**config.mk**
```make
export PLATFORM = sky130hd
export DESIGN_NAME = hmmd_ram
export DESIGN_NICKNAME = d
export VERILOG_FILES = /design/src/hmmd_ram.sv
export SDC_FILE = /design/constraint.sdc
export NUM_CORES = 2
export LEC_CHECK = 0
export ABC_AREA = 1
export BUFFER_PORTS_ARGS = -buffer_cell sky130_fd_sc_hd__buf_4
export CELL_PAD_IN_SITES_DETAIL_PLACEMENT = 0
export CELL_PAD_IN_SITES_GLOBAL_PLACEMENT = 1
export CORE_MARGIN = 4
export CORE_UTILIZATION = 55
export DETAILED_ROUTE_END_ITERATION = 8
export PLACE_DENSITY = 0.87
export SLEW_MARGIN = 10
export SYNTH_ARGS = -nofsm -noshare
export SYNTH_HDL_FRONTEND = slang
export SYNTH_SLANG_ARGS = --single-unit
```
**constraint.sdc**
```tcl
create_clock -name clk -period 3.4 [get_ports clk]
set_input_delay 0.17 -clock clk [delete_from_list [all_inputs] [get_ports clk]]
set_output_delay 0.17 -clock clk [all_outputs]
set_load 0.005 [all_outputs]
```
**src/hmmd_ram.sv**
```systemverilog
`default_nettype none
module hmmd_ram #(
  parameter int WIDTH = 8,
  parameter int DEPTH = 256
) (
  input  wire logic                     clk,
  input  wire logic                     en,
  input  wire logic                     we,
  input  wire logic [$clog2(DEPTH)-1:0] addr,
  input  wire logic [WIDTH-1:0]         wdata,
  output logic      [WIDTH-1:0]         rdata
);

  logic [WIDTH-1:0] mem [DEPTH];
  logic [WIDTH-1:0] rdata_r;

  always_ff @(posedge clk) begin
    if (en) begin
      if (we) begin
        mem[addr] <= wdata;
      end else begin
        rdata_r <= mem[addr];
      end
    end
  end

  assign rdata = rdata_r;

endmodule
`default_nettype wire

```
After elaboration in Yosys (flattened, before gate mapping)
Memory sizes are Yosys's and may differ from the RTL's. A register that Yosys moved wholly into a read port is not among the register bits.
Index checks and enable logic that the tools add are counted.
Operators by class
  bitwise logic cells: 1
  reduce and logical (&&, ||, !) cells: 1
  mux-type cells: 3
Operators with widths (count)
  1-bit two-way mux: 3
  2-bit AND reduction: 1
  1-bit inverter: 1
Storage, ports and cells
  input port bits: 19
  RAM bits: 2048
  output and inout port bits: 8
  memories kept: 1
  register bits after elaboration: 0
Memory list
  mem: depth 256, width 8, rd ports 1, clocked after Yosys merged registers in 1, wr ports 1, RTL line 14  | logic [WIDTH-1:0] mem [DEPTH];

Depth between registers and ports, before layout
  depth after elaboration: 3
  gate-level depth with buffers: 17
  mapped depth without buffers: 13

Worst setup path before layout
No wires, ideal clock.
  kind: input -> register
  start point: in addr[0]
  end point: mem mem[97][0] (enable)
  library setup time: 0.370 ns
  required time: 3.030 ns
  path buffers: 5
  path slack: 1.305 ns
  cell stages on the path: 7
  arrival time: 1.725 ns
  path through: buf_2 buf_4 buf_4 clkbuf_1 nand4_1 clkbuf_1 nor2_1
RTL lines
  from (decl): RTL line 9  | input wire logic [$clog2(DEPTH)-1:0] addr,
  to (decl): RTL line 14
No word-level cell before the write port.

==> results.sh <==
export IMPL_p_comb_frac=0.058
export IMPL_worst_slack_ns=0.913
export IMPL_synth_most_common_cell="nand2_1"
export IMPL_dp_cells=9981
export IMPL_power_share_switching=0.221
export IMPL_post_route_min_period_ns=2.49
export IMPL_max_freq_ghz=0.402
export IMPL_syn_area_mm2=0.0848
export IMPL_grt_ovfl_total=0
export IMPL_crit_type="flop to flop"
export IMPL_timing_rr_end="rdata[4]$_DFFE_PP_"
export IMPL_clk_insertion_delay_late_ns=0.83
export IMPL_worstPathMaxFanout=1
export IMPL_yosysTopAreaCell="edfxtp_1"
export IMPL_numCtsBuffers=200
export IMPL_setup_tns_final_ns=0
export IMPL_dp_slack_ns=0.301
export IMPL_max_stage_delay_ns=0.63
export IMPL_synth_top_cell_area_share=0.728
export IMPL_maxCapViolCount=0
export IMPL_drt_wirelength_per_cell_um=21.8
export IMPL_ys_seq_elements=2056
export IMPL_drive_gt1_frac=0.0842
export IMPL_cts_buffer_depth=3
export IMPL_placed_area_mm2=0.0894
export IMPL_hold_path_class="input port to flop"
export IMPL_first_pass_iters=5
export IMPL_met1_length_um=90400
export IMPL_crit_cells=12
export IMPL_gp_congestion=0.864
export IMPL_r2r_start="mem[119][4]$_DFFE_PP_"
export IMPL_rsz0062_at_grt="no"
export IMPL_start_util=0.556
export IMPL_crit_slowest_cell="nor2_1"
export IMPL_grt_usage=0.277
export IMPL_grt_max_degree=153
export IMPL_p_seq_frac=0.532
export IMPL_powerDensity_mw_per_mm2=548
export IMPL_cp_arrival_ns=3.04
export IMPL_finalSetupViolCount=0
export IMPL_cts_resized=0
export IMPL_p_clk_frac=0.410
export IMPL_dieHeight_um=401
export IMPL_nets=8182
export IMPL_drt_total_wl_um=226000
export IMPL_dr_max_layer_used="met5"
export IMPL_max_slew_worst_pin_slew_ns=1.07
export IMPL_remaining_drc_errors=0
export IMPL_synth_warnings=0
export IMPL_seq_area_frac_synth=0.728
export IMPL_area_growth_pct=13.0
export IMPL_port_buffer_count=26
export IMPL_ys_flop_type="edfxtp_1"
export IMPL_clock_skew_final_ns=0.0500
export IMPL_die_area_mm2=0.161
export IMPL_num_vias=57800
export IMPL_synthCells=7960
export IMPL_design_area_mm2=0.0959
export IMPL_tritoncts="done"
export IMPL_outcome="complete, no violations"
export IMPL_cp_end_kind="flop"
export IMPL_relSlewSlack=0.290
export IMPL_grt_pass1_wl_um=337000
export IMPL_wl_met3_um=21800
export IMPL_yosys_cell_types_count=14
export IMPL_vias_per_cell=5.57
export IMPL_instances_no_fill=10400
export IMPL_place_hpwl_um=131000
export IMPL_syn_nets=7979
export IMPL_antenna_found_initial=8
export IMPL_p_leak_nw=38.3
export IMPL_p_switching_mw=11.6
export IMPL_rows=143
export IMPL_clock_root_buffer="clkbuf_16"
export IMPL_dr_wl_met2_um=106000
export IMPL_syn_avg_cell_area_um2=10.7
export IMPL_ant_nets=0
export IMPL_ir_drop_v=0.000481
export IMPL_cts_clk_slew_worst_paths_ns=0.06
export IMPL_p_int_mw=40.9
export IMPL_p_total_mw=52.5
export IMPL_grt_pass1_vias=55100
export IMPL_ys_top_cells_by_count="4695 x nand2_1, 2056 x edfxtp_1, 345 x nor2_1, 256 x nand3_1, 214 x buf_2"
export IMPL_post_route_period_util=0.731
export IMPL_synthTopCellsByArea="edfxtp_1 73%, nand2_1 21%, nor2_1 1.5%"
export IMPL_die_x_um=401
export IMPL_cts_hold_buffers=10
export IMPL_crit_required_ns=3.96
export IMPL_worstRegToRegCells=12
export IMPL_critPathTopFamily="simple AND/OR/NAND/NOR gates"
export IMPL_hold_viol_final=0
export IMPL_min_from="addr[7]"
export IMPL_post_cts_setup_buffer_count=0
export IMPL_slew_viol_final=0
export IMPL_crit_buf_inv=0
export IMPL_cpMostUsedCell="nand2_1"
export IMPL_cp_start_kind="flop"
export IMPL_synth_edf_count=2056
export IMPL_core_area_mm2=0.153
export IMPL_path_cells="nand2_1, nand2_1, nand2_1, nand2_1, nand2_1, nand2_1, o21ai_1, nand2_1, nor2_1, nor2_1, nor2_1, nand2_1"
export IMPL_io_pins=27
export IMPL_ys_async_sr_fraction=0
export IMPL_h_tree_depth=4
export IMPL_endpoint="rdata[4]$_DFFE_PP_"
export IMPL_reg2reg_setup_slack_ns=0.91
export IMPL_clock_sinks=2056
export IMPL_drtIter0Drc=6289
export IMPL_crit_path_start="mem[119][4]$_DFFE_PP_"
[power by group through the flow]
stage                     sequential, mW  combinational [mW]  clock, mW
after floorplan                     28.5                1.58          0
after global placement              28.5                2.96          0
after detailed placement            28.5                3.00          0
after CTS                           27.9                3.03       21.8
after global routing                27.9                3.32       22.9
final                               27.9                3.05       21.6
[state kept, by name (all words and copies together), names as in the netlist]
register  count
mem        2048
rdata         8
[worst min-delay path: stages]
cell     delay, ns
buf_4         0.11
nand2_1       0.27
nor2_1        0.19
nor2_1        0.05
nand2_1       0.06
[logic make-up after synthesis]
kind of cell,after synthesis,share of synthesized area
AND/OR/NAND/NOR,5336,0.241
buffers and inverters,440,0.0236
AO/OA/AOI/OAI,128,0.00755
flip-flops,2056,0.728
[cell usage in the layout (no fill, tap or decap)]
| cell type | n |
|---|---|
| buf_12 | 54 |
| buf_4 | 350 |
| buf_8 | 11 |
| bufinv_16 | 17 |
| clkbuf_1 | 41 |
| clkbuf_16 | 204 |
| clkinv_1 | 60 |
| clkinv_16 | 2 |
| clkinv_2 | 31 |
| clkinv_8 | 5 |
| clkinvlp_4 | 3 |
| diode_2 | 3 |
| dlygate4sd3_1 | 10 |
| edfxtp_1 | 2056 |
| inv_1 | 11 |
| inv_16 | 1 |
| inv_4 | 2 |
| inv_6 | 4 |
| inv_8 | 2 |
| nand2_1 | 4695 |
| nand3_1 | 248 |
| nand3_2 | 8 |
| nand4_1 | 40 |
| nor2_1 | 338 |
| nor2_2 | 1 |
| nor2_4 | 6 |
| o21ai_1 | 128 |
[per-stage QoR]
stage,util,hold slack (ns)
floorplan,-,0.269
global placement,0.586,0.715
detailed placement,0.586,0.645
CTS,0.628,0.0487
global route,0.628,0.121
finish,0.628,0.115
[per-layer routing]
layer	vias to the layer above	track usage
met2	2714	0.439
met1	28000	0.392
met5	-	0
met3	401	0.0471
li1	26700	-
met4	6	0.0950
[worst min-delay path by stage]
stage,end,cells past startpoint
after global placement,mem[116][0]$_DFFE_PP_,1
after floorplan,mem[0][0]$_DFFE_PP_,0
after CTS,rdata[4]$_DFFE_PP_,5
after global routing,rdata[5]$_DFFE_PP_,5
final,rdata[4]$_DFFE_PP_,5
after detailed placement,rdata[3]$_DFFE_PP_,3
[final cells by class]
class	count	area [um2]
tap	2030	2540
timing repair buffer	425	3970
fill	11700	56700
sequential	2056	61700
antenna	3	7.51
clock inverter	122	1100
inverter	16	85.1
multi-input combinational	5464	21200
clock buffer	245	5260
Note: power is estimated with default switching activity, not from simulation.
